==> src/design/dbwc_pkg.sv <==
package dbwc_pkg;

   localparam int WinW = 32;
   localparam logic [31:0] WinMax = 32'hFFFF_FFFF;

   localparam logic [15:0] DeltaReset = 16'd13107;
   localparam logic [19:0] MinRttWinReset = 20'd10000;
   localparam logic [31:0] MinWindowReset = 32'd262144;
   localparam logic [31:0] WindowReset = 32'd65536;

   typedef enum logic [1:0] {
      CSR_DELTA = 2'd0,
      CSR_MIN_RTT_WINDOW = 2'd1,
      CSR_MIN_WINDOW = 2'd2
   } csr_index_type;

   typedef enum logic [3:0] {
      ST_IDLE,
      ST_SRTT,
      ST_MIN,
      ST_MUL_P,
      ST_MUL_D,
      ST_DIV_DEC,
      ST_DIV_STEP,
      ST_WIN,
      ST_VEL,
      ST_OUT
   } state_type;

   typedef struct packed {
      logic start;
      logic is_div;
   } unit_cmd_type;

   function automatic logic [15:0] round_window(input logic [31:0] w);
      logic [16:0] r;
      r = 17'(({1'b0, w} + 33'h8000) >> 16);
      return r[16] ? 16'hFFFF : r[15:0];
   endfunction

endpackage

==> src/design/dbwc_serial_unit.sv <==
// Bit-serial multiply (shift-add, one multiplier bit a cycle) and
// restoring divide (one quotient bit a cycle) on a 128-bit accumulator:
// 64-bit partial remainder high, quotient or product low.
module dbwc_serial_unit (
   input  logic clock,
   input  logic reset,
   input  dbwc_pkg::unit_cmd_type cmd,
   input  logic [63:0] opa,
   input  logic [63:0] opb,
   output logic busy,
   output logic [63:0] result
);
   import dbwc_pkg::*;

   logic [6:0] count_ff, count_in;
   logic busy_ff, busy_in;
   logic is_div_ff, is_div_in;
   logic [127:0] acc_ff, acc_in;
   logic [63:0] b_ff, b_in;
   logic [31:0] mcand_ff, mcand_in;
   logic [64:0] rem_sh;
   logic [65:0] diff;
   logic [127:0] addend;
   logic [128:0] sum;

   always_comb begin
      count_in = count_ff;
      busy_in = busy_ff;
      is_div_in = is_div_ff;
      acc_in = acc_ff;
      b_in = b_ff;
      mcand_in = mcand_ff;
      rem_sh = acc_ff[127:63];
      diff = {1'b0, rem_sh} - {2'b00, b_ff};
      addend = {64'd0, mcand_ff, 32'd0};
      sum = {1'b0, acc_ff} + (acc_ff[0] ? {1'b0, addend} : 129'd0);
      if (cmd.start) begin
         busy_in = 1'b1;
         is_div_in = cmd.is_div;
         if (cmd.is_div) begin
            // dividend opa (64 bits) sits in the low half
            acc_in = {64'd0, opa};
            b_in = opb;
            count_in = 7'd64;
         end else begin
            // multiplier opb[31:0] low, multiplicand opa[31:0]
            acc_in = {96'd0, opb[31:0]};
            mcand_in = opa[31:0];
            b_in = opb;
            count_in = 7'd32;
         end
      end else if (busy_ff) begin
         if (is_div_ff) begin
            if (!diff[65]) acc_in = {diff[63:0], acc_ff[62:0], 1'b1};
            else acc_in = {acc_ff[126:0], 1'b0};
         end else begin
            acc_in = sum[128:1];
         end
         count_in = count_ff - 7'd1;
         if (count_ff == 7'd1) busy_in = 1'b0;
      end
   end

   always_ff @(posedge clock) begin
      if (reset) begin
         busy_ff <= 1'b0;
         count_ff <= '0;
      end else begin
         busy_ff <= busy_in;
         count_ff <= count_in;
      end
      is_div_ff <= is_div_in;
      acc_ff <= acc_in;
      b_ff <= b_in;
      mcand_ff <= mcand_in;
   end

   assign busy = busy_ff;
   assign result = acc_ff[63:0];
endmodule

==> src/design/delay_based_window_controller.sv <==
// channel | dir | handshake            | payload
// req     | in  | req_tvalid/tready    | tuser: operation; tdata: send_time_ms, ack_time_ms
// rsp     | out | rsp_tvalid/tready    | tdata: window_packets, in_slow_start_out, smoothed_rtt_out
// csr     | in  | csr_write            | index, data (32 bits)
// A send request goes from idle straight to the output state. An ack with both divides
// passes set-up states (smoothed RTT, minimum, multiply start), a 32-step serial multiply
// (window x delta), a 64-step divide for the queue test, a 64-step divide for the step
// size, then window, velocity and output states. Zero queue delay skips the test divide;
// a zero window x delta skips the step divide.
// Synchronous active-high reset; the controller starts idle in slow start.
// One request at a time; a response held in the output register does not stop
// the next request being taken, only the next response being loaded.
module delay_based_window_controller (
   input  logic        clock,
   input  logic        reset,
   input  logic        req_tvalid,
   output logic        req_tready,
   input  logic [63:0] req_tdata,  // send_time_ms[31:0], ack_time_ms[63:32]
   input  logic        req_tuser,  // operation
   output logic        rsp_tvalid,
   input  logic        rsp_tready,
   output logic [55:0] rsp_tdata,  // window_packets[15:0], in_slow_start_out[16],
                                   // smoothed_rtt_out[48:17], zero fill
   input  logic        csr_write,
   input  logic [1:0]  csr_index,
   input  logic [31:0] csr_data
);
   import dbwc_pkg::*;

   // configuration
   logic [15:0] delta_ff;
   logic [19:0] min_rtt_win_ff;
   logic [31:0] min_window_ff;

   // controller state
   logic [31:0] window_ff, window_in;
   logic [15:0] latched_ff, latched_in;
   logic [31:0] srtt_ff, srtt_in;
   logic        srtt_valid_ff, srtt_valid_in;
   logic [31:0] low_rtt_ff, low_rtt_in;
   logic [31:0] low_time_ff, low_time_in;
   logic [15:0] vel_ff, vel_in;
   logic        up_ff, up_in;
   logic [7:0]  upcnt_ff, upcnt_in;
   logic        ss_ff, ss_in;

   // working registers
   state_type   state_ff, state_in;
   logic [31:0] snd_ff, snd_in, ack_ff, ack_in;
   logic        op_ff, op_in;
   logic [31:0] q_ff, q_in;
   logic [63:0] p_ff, p_in;
   logic        inc_ff, inc_in;
   logic [31:0] step_ff, step_in;
   logic        rsp_valid_ff, rsp_valid_in;
   logic [48:0] rsp_ff, rsp_in;

   unit_cmd_type cmd;
   logic [63:0]  opa, opb;
   logic         busy;
   logic [63:0]  ures;

   dbwc_serial_unit u_unit (
      .clock(clock), .reset(reset), .cmd(cmd), .opa(opa), .opb(opb),
      .busy(busy), .result(ures)
   );

   logic [31:0] latest, sample_q8, min_q8;
   logic [34:0] smooth;
   logic [32:0] lim;
   logic [32:0] wnext;
   logic [31:0] wsel;
   logic [15:0] rw;
   logic        gup;
   logic [7:0]  ucnt;

   always_comb begin
      state_in = state_ff;
      window_in = window_ff; latched_in = latched_ff; srtt_in = srtt_ff;
      srtt_valid_in = srtt_valid_ff; low_rtt_in = low_rtt_ff;
      low_time_in = low_time_ff; vel_in = vel_ff; up_in = up_ff;
      upcnt_in = upcnt_ff; ss_in = ss_ff;
      snd_in = snd_ff; ack_in = ack_ff; op_in = op_ff;
      q_in = q_ff; p_in = p_ff; inc_in = inc_ff; step_in = step_ff;
      rsp_valid_in = rsp_valid_ff && !rsp_tready;
      rsp_in = rsp_ff;
      cmd = '0; opa = '0; opb = '0;
      req_tready = 1'b0;

      latest = ack_ff - snd_ff;
      sample_q8 = (latest[31:24] != 8'd0) ? WinMax : {latest[23:0], 8'd0};
      smooth = 35'({srtt_ff, 3'b000} - {3'b000, srtt_ff}) + 35'(sample_q8) + 35'd4;
      lim = {1'b0, low_time_ff} + {13'd0, min_rtt_win_ff};
      min_q8 = (low_rtt_ff[31:24] != 8'd0) ? WinMax : {low_rtt_ff[23:0], 8'd0};
      wnext = '0; wsel = '0; rw = '0; gup = 1'b0; ucnt = '0;

      unique case (state_ff)
         ST_IDLE: begin
            req_tready = 1'b1;
            if (req_tvalid && req_tready) begin
               snd_in = req_tdata[31:0];
               ack_in = req_tdata[63:32];
               op_in = req_tuser;
               state_in = req_tuser ? ST_SRTT : ST_OUT;
            end
         end
         ST_SRTT: begin
            srtt_in = srtt_valid_ff ? smooth[34:3] : sample_q8;
            state_in = ST_MIN;
         end
         ST_MIN: begin
            // first ack still sees the valid flag clear here
            if (!srtt_valid_ff || latest < low_rtt_ff) begin
               low_rtt_in = latest; low_time_in = ack_ff;
            end else if ({1'b0, ack_ff} >= lim) begin
               low_rtt_in = latest; low_time_in = ack_ff;
            end
            srtt_valid_in = 1'b1;
            state_in = ST_MUL_P;
         end
         ST_MUL_P: begin
            q_in = (srtt_ff > min_q8) ? srtt_ff - min_q8 : 32'd0;
            cmd.start = 1'b1;
            opa = {32'd0, window_ff};
            opb = {48'd0, delta_ff};
            state_in = ST_MUL_D;
         end
         ST_MUL_D: begin
            if (!busy) begin
               p_in = ures;
               if (q_ff == 32'd0) begin
                  inc_in = 1'b1;
                  state_in = ST_DIV_STEP;
                  if (ures != 64'd0) begin
                     cmd.start = 1'b1; cmd.is_div = 1'b1;
                     opa = {vel_ff, 48'd0}; opb = ures;
                  end
               end else begin
                  cmd.start = 1'b1; cmd.is_div = 1'b1;
                  opa = {srtt_ff, 32'd0}; opb = {32'd0, q_ff};
                  state_in = ST_DIV_DEC;
               end
            end
         end
         ST_DIV_DEC: begin
            if (!busy) begin
               inc_in = p_ff <= ures;
               state_in = ST_DIV_STEP;
               if (p_ff != 64'd0) begin
                  cmd.start = 1'b1; cmd.is_div = 1'b1;
                  opa = {vel_ff, 48'd0}; opb = p_ff;
               end
            end
         end
         ST_DIV_STEP: begin
            if (!busy) begin
               if (p_ff == 64'd0 || ures[63:32] != 32'd0) step_in = WinMax;
               else step_in = ures[31:0];
               state_in = ST_WIN;
            end
         end
         ST_WIN: begin
            if (inc_ff) begin
               wnext = ss_ff ? {window_ff, 1'b0}
                             : {1'b0, window_ff} + {1'b0, step_ff};
               wsel = wnext[32] ? WinMax : wnext[31:0];
            end else begin
               ss_in = 1'b0;
               wsel = (window_ff > step_ff) ? window_ff - step_ff : 32'd0;
            end
            window_in = (wsel < min_window_ff) ? min_window_ff : wsel;
            state_in = ST_VEL;
         end
         ST_VEL: begin
            rw = round_window(window_ff);
            gup = rw > latched_ff;
            ucnt = gup ? ((upcnt_ff == 8'hFF) ? upcnt_ff : upcnt_ff + 8'd1) : 8'd0;
            up_in = gup; upcnt_in = ucnt;
            if (gup && up_ff && ucnt >= 8'd3)
               vel_in = vel_ff[15] ? 16'hFFFF : {vel_ff[14:0], 1'b0};
            else if (!gup)
               vel_in = 16'd1;
            state_in = ST_OUT;
         end
         ST_OUT: begin
            // send: latch window; both: present response
            if (!op_ff) latched_in = round_window(window_ff);
            if (!rsp_valid_ff || rsp_tready) begin
               rsp_valid_in = 1'b1;
               rsp_in = {srtt_ff, ss_ff, round_window(window_ff)};
               state_in = ST_IDLE;
            end
         end
         default: state_in = ST_IDLE;
      endcase
   end

   always_ff @(posedge clock) begin
      if (reset) begin
         state_ff <= ST_IDLE;
         delta_ff <= DeltaReset;
         min_rtt_win_ff <= MinRttWinReset;
         min_window_ff <= MinWindowReset;
         window_ff <= WindowReset;
         latched_ff <= '0; srtt_ff <= '0; srtt_valid_ff <= 1'b0;
         low_rtt_ff <= '0; low_time_ff <= '0; vel_ff <= 16'd1;
         up_ff <= 1'b1; upcnt_ff <= '0; ss_ff <= 1'b1;
         rsp_valid_ff <= 1'b0;
      end else begin
         state_ff <= state_in;
         window_ff <= window_in; latched_ff <= latched_in; srtt_ff <= srtt_in;
         srtt_valid_ff <= srtt_valid_in; low_rtt_ff <= low_rtt_in;
         low_time_ff <= low_time_in; vel_ff <= vel_in; up_ff <= up_in;
         upcnt_ff <= upcnt_in; ss_ff <= ss_in;
         rsp_valid_ff <= rsp_valid_in;
         if (csr_write) begin
            unique case (csr_index)
               CSR_DELTA: delta_ff <= csr_data[15:0];
               CSR_MIN_RTT_WINDOW: min_rtt_win_ff <= csr_data[19:0];
               CSR_MIN_WINDOW: min_window_ff <= csr_data;
               default: ;
            endcase
         end
      end
      snd_ff <= snd_in; ack_ff <= ack_in; op_ff <= op_in;
      q_ff <= q_in; p_ff <= p_in; inc_ff <= inc_in; step_ff <= step_in;
      rsp_ff <= rsp_in;
   end

   assign rsp_tvalid = rsp_valid_ff;
   assign rsp_tdata = {7'd0, rsp_ff};
endmodule

==> config.mk <==
export PLATFORM = sky130hd
export DESIGN_NAME = delay_based_window_controller
export DESIGN_NICKNAME = d
export VERILOG_FILES = /design/src/design/dbwc_pkg.sv /design/src/design/dbwc_serial_unit.sv /design/src/design/delay_based_window_controller.sv
export SDC_FILE = /design/constraint.sdc
export NUM_CORES = 2
export LEC_CHECK = 0
export BUFFER_PORTS_ARGS = -buffer_cell sky130_fd_sc_hd__buf_2
export CELL_PAD_IN_SITES_DETAIL_PLACEMENT = 1
export CELL_PAD_IN_SITES_GLOBAL_PLACEMENT = 2
export CORE_MARGIN = 2
export CORE_UTILIZATION = 37
export CTS_BUF_LIST = sky130_fd_sc_hd__clkbuf_2 sky130_fd_sc_hd__clkbuf_4 sky130_fd_sc_hd__clkbuf_8
export DETAILED_ROUTE_END_ITERATION = 10
export PLACE_DENSITY = 0.77
export SLEW_MARGIN = 20
export SYNTH_ARGS = -nofsm -noshare
export SYNTH_HDL_FRONTEND = slang
export SYNTH_SLANG_ARGS = --single-unit
==> constraint.sdc <==
create_clock -name clock -period 7.2 [get_ports clock]
set_input_delay 0.72 -clock clock [delete_from_list [all_inputs] [get_ports clock]]
set_output_delay 0.72 -clock clock [all_outputs]
set_load 0.02 [all_outputs]
[After elaboration in Yosys (flattened, before gate mapping)]
Index checks and enable logic that the tools add are counted.
Word-level totals
  memory bits (read-only): 0
  output and inout port bits: 58
  bits in latches: 0
  memory bits (writable): 0
  memories: 0
  input port bits: 104
  register bits after elaboration: 720
Operators by class
  reductions and logical operators: 35
  divide/modulo/power cells: 0
  shift operators: 0
  equality and inequality tests: 20
  multipliers: 0
  muxes and demuxes: 65
  add/sub/neg operators: 13
  bitwise logic cells: 4
  magnitude comparators: 8
Operators by type and width (number)
  $mux 64: 12
  $mux 128: 4
  $mux 32: 12
  $pmux 64 s3: 2
  $add 128x129->129: 1
  $reduce_bool 64->1: 2
  $sub 32x32->32: 3
  $sub 65x64->66: 1
  $gt 32x32->1: 2
  $le 64x64->1: 1
  $logic_not 64->1: 1
  $lt 32x32->1: 2
  $mux 16: 4
  $pmux 4 s10: 1
  $add 35x3->35 const B: 1
  $add 35x32->35: 1
  $sub 35x32->35: 1
  $add 32x16->33 const B: 1
  $add 32x20->33: 1
  $add 32x32->33: 1
  $ge 32x33->1: 1
  $mux 33: 1
  $logic_not 32->1: 1
  $reduce_bool 32->1: 1
  32 further kinds: 87

[Longest topological paths before layout]
  depth in word-level cells: 8
  depth in mapped cells: 33
  depth with buffers taken out: 29

[Cells and area by module]
A second synthesis with hierarchy kept.
Unflattened totals
  cell total of the unflattened synthesis: 6164
  area total of the unflattened synthesis: 53572.6 sq um
By module, submodules not included
  delay_based_window_controller: area an instance 35197.5 sq um, cells an instance 4088, times used 1
  dbwc_serial_unit: area an instance 18375.1 sq um, cells an instance 2076, times used 1

[Worst setup path after synthesis]
No wires, ideal clock.
  kind: register -> register
  start: register snd_ff[0]
  end: register srtt_ff[27]
  library setup time: 0.114 ns
  arrival time: 6.808 ns
  stages on the path, launching flop included: 33
  data required time: 7.086 ns
  slack: 0.278 ns
  clock period less this slack: 6.922 ns
  path through: edfxtp_1 ha_1 fa_1 nand2b_1 a21oi_1 o21ai_1 o31ai_1 a21oi_1 mux2_2 o211ai_1 nor3_4 inv_2 clkbuf_1 clkbuf_1 clkbuf_1 nor2_1 fa_1 inv_1 ha_1 clkbuf_1 nand2_1 nor2_1 nand2_1 o21ai_0 a31oi_1 o21ai_0 o21ai_0 a21oi_2 a21oi_1 o31ai_1 xnor2_1 a21oi_1 a21o_1
Between the ends
  longest elaborated chain between the ends: 6
RTL lines
  start, declared: RTL line delay_based_window_controller.sv:49  | logic [31:0] snd_ff, snd_in, ack_ff, ack_in;
  start signal, assigned: RTL line delay_based_window_controller.sv:225  | snd_ff <= snd_in; ack_ff <= ack_in; op_ff <= op_in;
  $sub 32x32->32 *: RTL line delay_based_window_controller.sv:90  | latest = ack_ff - snd_ff;
  $reduce_bool 8->1: RTL line delay_based_window_controller.sv:91  | sample_q8 = (latest[31:24] != 8'd0) ? WinMax : {latest[23:0], 8'd0};
  $mux 32 *: RTL line delay_based_window_controller.sv:91
  $add 35x32->35: RTL line delay_based_window_controller.sv:92  | smooth = 35'({srtt_ff, 3'b000} - {3'b000, srtt_ff}) + 35'(sample_q8) + 35'd4;
  $add 35x3->35: RTL line delay_based_window_controller.sv:92
  $mux 32 *: RTL line delay_based_window_controller.sv:108  | srtt_in = srtt_valid_ff ? smooth[34:3] : sample_q8;
  end signal, assigned: RTL line delay_based_window_controller.sv:211  | window_ff <= window_in; latched_ff <= latched_in; srtt_ff <= srtt_in;
  end, declared: RTL line delay_based_window_controller.sv:38  | logic [31:0] srtt_ff, srtt_in;
Mark *: on every way between the ends. The rest lies on a longest branch, timed or not.
A chain may end at the register's enable or synchronous reset.

[Worst setup path in the final report]
  start: register ack_ff[1]
  end: register srtt_ff[24]
Between the ends
  longest elaborated chain between the ends: 6
RTL lines
  start, declared: RTL line delay_based_window_controller.sv:49
  start signal, assigned: RTL line delay_based_window_controller.sv:225
  $sub 32x32->32 *: RTL line delay_based_window_controller.sv:90
  net latest[27]: RTL line delay_based_window_controller.sv:68  | logic [31:0] latest, sample_q8, min_q8;
  $reduce_bool 8->1 *: RTL line delay_based_window_controller.sv:91
  $mux 32 *: RTL line delay_based_window_controller.sv:91
  $add 35x32->35: RTL line delay_based_window_controller.sv:92
  $add 35x3->35: RTL line delay_based_window_controller.sv:92
  $mux 32 *: RTL line delay_based_window_controller.sv:108
Mark *: on every way through the listed nets, which the timed path passes. The rest lies on a longest branch.

==> reports/metrics.csv <==
metric;value;unit
# setup viols final;0;
Syn. warnings;0;
Critical Path RT;7.96;ns
CP max stage cell;or4_4;
die area;140000;um2
Die W;374;um
CTS Root Cell;clkbuf_8;
CP top delay family;compound AO/OA/AOI/OAI gates;
Avg WL per Cell;24.3;um
pin count of the biggest net entering global routing;175;
clock slew at reported path FFs;0.05;ns
Tmin final;6.77;ns
chip height;374;um
Syn Area/Cell;8.83;um2
FF+latch count, synth;720;
Setup TNS;0;ns
post-DP HPWL;145000;um
Worst Path Max Fanout;21;
fin area;57300;um2
RD Place Congestion;0.943;
worst hold path class;in -> reg;
total power;0.0185;W
vias in the first global route;45700;
clock latency on the worst-skew pair;0.90;ns
FP Rows;135;
RSZ-0062 raised after global routing;false;
# IOs;162;
Netlist cell types;95;
Clock Sinks;720;
Hold Crit Depth;1;
final wirelength;190000;um
area share of the leading cell type in the synthesized netlist;0.278;
initial drt markers;3296;
ys async rst share;0;
crit path buf inv count;2;
synthesized instance count;5732;
total track usage;0.268;
met1 usage;0.355;
DRT Pass-1 Iters;5;
hold_sp;req_tdata[39];
skew final;0.0430;ns
Crit. End Element;flop;
register area share after synthesis;0.377;
Most Used Layer, Global Route;met2;
starting density of the core;0.373;
maximum vdd drop;204;uV
H-tree lvl count;4;
Synth area leaders;edfxtp_1, ha_1, dfxtp_1;
Post-layout nets;6545;
FMAX;148;MHz
Placed Area;53600;um2
final core occ;0.422;
status;finished clean;
period utilization;0.940;
fill count;15900;
Slew @ Worst Pin;1.05;ns
instance count on the critical path;27;
number of max-cap violations;0;
Post-route DRC;0;
Hold Vio Cnt, Final;0;
share of layout cells above drive strength 1;0.0960;
Final ANT Viol Nets;0;
IO buf count;154;
via-per-instance ratio;5.66;
synthesized area;50600;um2
Worst setup SP type;flop;
Leak Pwr;23.7;nW
Synth top cells by count;a21oi_1, nand2_1, nor2_1;
Slew Viols, Final;0;
grt met2 use;0.446;
maximum clock path buffer count;3;
met3 usage;0.0348;
footprint of the multi-input gates;28900;um2
Worst path max stage delay;0.51;ns
CTS buffer count;142;
Slew headroom;0.291;
r2r startpoint;ack_ff[1];
post-synth top area cell;edfxtp_1;
Hold Crit Endpoint;ack_ff[7];
Post-synth EDFFs;468;
area taken by flip-flops and latches;19100;um2
register-to-register setup slack;0.43;ns
ys flop type;edfxtp_1;
routed via count;44400;
Core Region;136000;um2
clock tree from TritonCTS;done;
GRT overflow;0;
Reg2Reg Depth;27;
PD cells;323;nW/um2
Crit Reg-Reg Endpoint;srtt_ff[24];
Worst Setup Path Type;reg -> reg;
initial antenna violation count;12;
first-pass GRT wire length;288000;um
WP data arrival;7.53;ns
synthesis-to-finish area growth;13.2;%
repair_timing:
action                     4_1_cts  5_1_grt
setup endpoints to repair        0       40
setup buffers                    0        1
hold endpoints to repair        63        0
hold buffers                    63        0
resized for setup                0       14
cell families after synthesis:
group	synth area share
AO/OA/AOI/OAI	0.192
adder cells (fa/ha/maj)	0.127
XOR/XNOR	0.0533
buffers and inverters	0.0557
multiplexers	0.0251
other	0.0000741
flip-flops	0.377
AND/OR/NAND/NOR	0.169
through the flow:
stage	std cells	hold slack, ns	setup WS [ns]
after global placement	7522	0.444	0.244
final	7843	0.0967	0.435
after CTS	7840	0.00638	0.124
after detailed placement	7522	0.452	0.177
after global routing	7842	0.0465	0.0167
after floorplan	5738	0.436	0.278
sequential cells by signal (all words and copies together) (netlist names), 49 cells and up:
name and cells:
u_unit.acc_ff 128, u_unit.b_ff 64, p_ff 64, rsp_ff 49
final cells by class:
class / count / area share
sequential: 720 / 0.333
antenna: 2 / 0.0000874
tap: 1781 / 0.0389
multi-input combinational: 4279 / 0.504
clock inverter: 58 / 0.00878
timing repair buffer: 333 / 0.0407
clock buffer: 197 / 0.0431
inverter: 473 / 0.0311
cells in the final DEF (no fill, tap or decap), drive strengths merged, types with 38 or more instances in the layout:
cell / instances
o21bai: 39
buf: 269
nor4: 61
ha: 456
a211oi: 61
xnor2: 186
dlygate4sd3: 63
nand4: 94
o21a: 38
a31oi: 55
nor2: 511
o211ai: 59
nand2b: 82
a21o: 183
mux2i: 119
a21oi: 525
nand3: 104
and3: 61
and2: 81
inv: 480
nor3: 122
xor2: 122
clkbuf: 198
dfxtp: 252
nand2: 522
edfxtp: 468
nor2b: 62
o21ai: 301
where the power goes:
part           internal [W]  switching (W)
combinational       0.00320        0.00504
sequential          0.00510       0.000681
clock               0.00251        0.00197
per-layer routing:
layer | wire length [um] | share of wire
met1 | 85500 | 0.45
met2 | 90100 | 0.47
met3 | 7700 | 0.040
met4 | 6840 | 0.036
met5 | 82 | 0.00043
how the worst max path moves through the flow:
stage / start / slack, ns / end
after floorplan: snd_ff[0] / 0.28 / srtt_ff[27]
after global placement: snd_ff[0] / 0.24 / srtt_ff[27]
after detailed placement: ack_ff[0] / 0.18 / srtt_ff[24]
after CTS: ack_ff[0] / 0.12 / srtt_ff[24]
after global routing: ack_ff[20] / 0.02 / srtt_ff[24]
final: ack_ff[1] / 0.43 / srtt_ff[24]
worst reg2reg max path, stage by stage, from the launching register on:
cell,delay (ns)
edfxtp_1,0.45
ha_1,0.31
nor2b_1,0.15
o31a_1,0.32
o31ai_1,0.32
a21oi_1,0.20
a31o_1,0.30
xor2_1,0.19
or4_4,0.51
nor3_4,0.32
inv_4,0.21
nor2_1,0.22
fa_1,0.44
inv_1,0.07
ha_1,0.30
a21oi_1,0.22
o21ai_0,0.15
a31oi_1,0.28
o21ai_0,0.15
a31oi_1,0.18
o21ai_1,0.11
o21ai_0,0.23
a21oi_2,0.11
nand2_1,0.11
a21boi_1,0.09
a31oi_1,0.30
xnor2_1,0.11
a221o_1,0.32
Note: power is estimated with default switching activity, not from simulation.
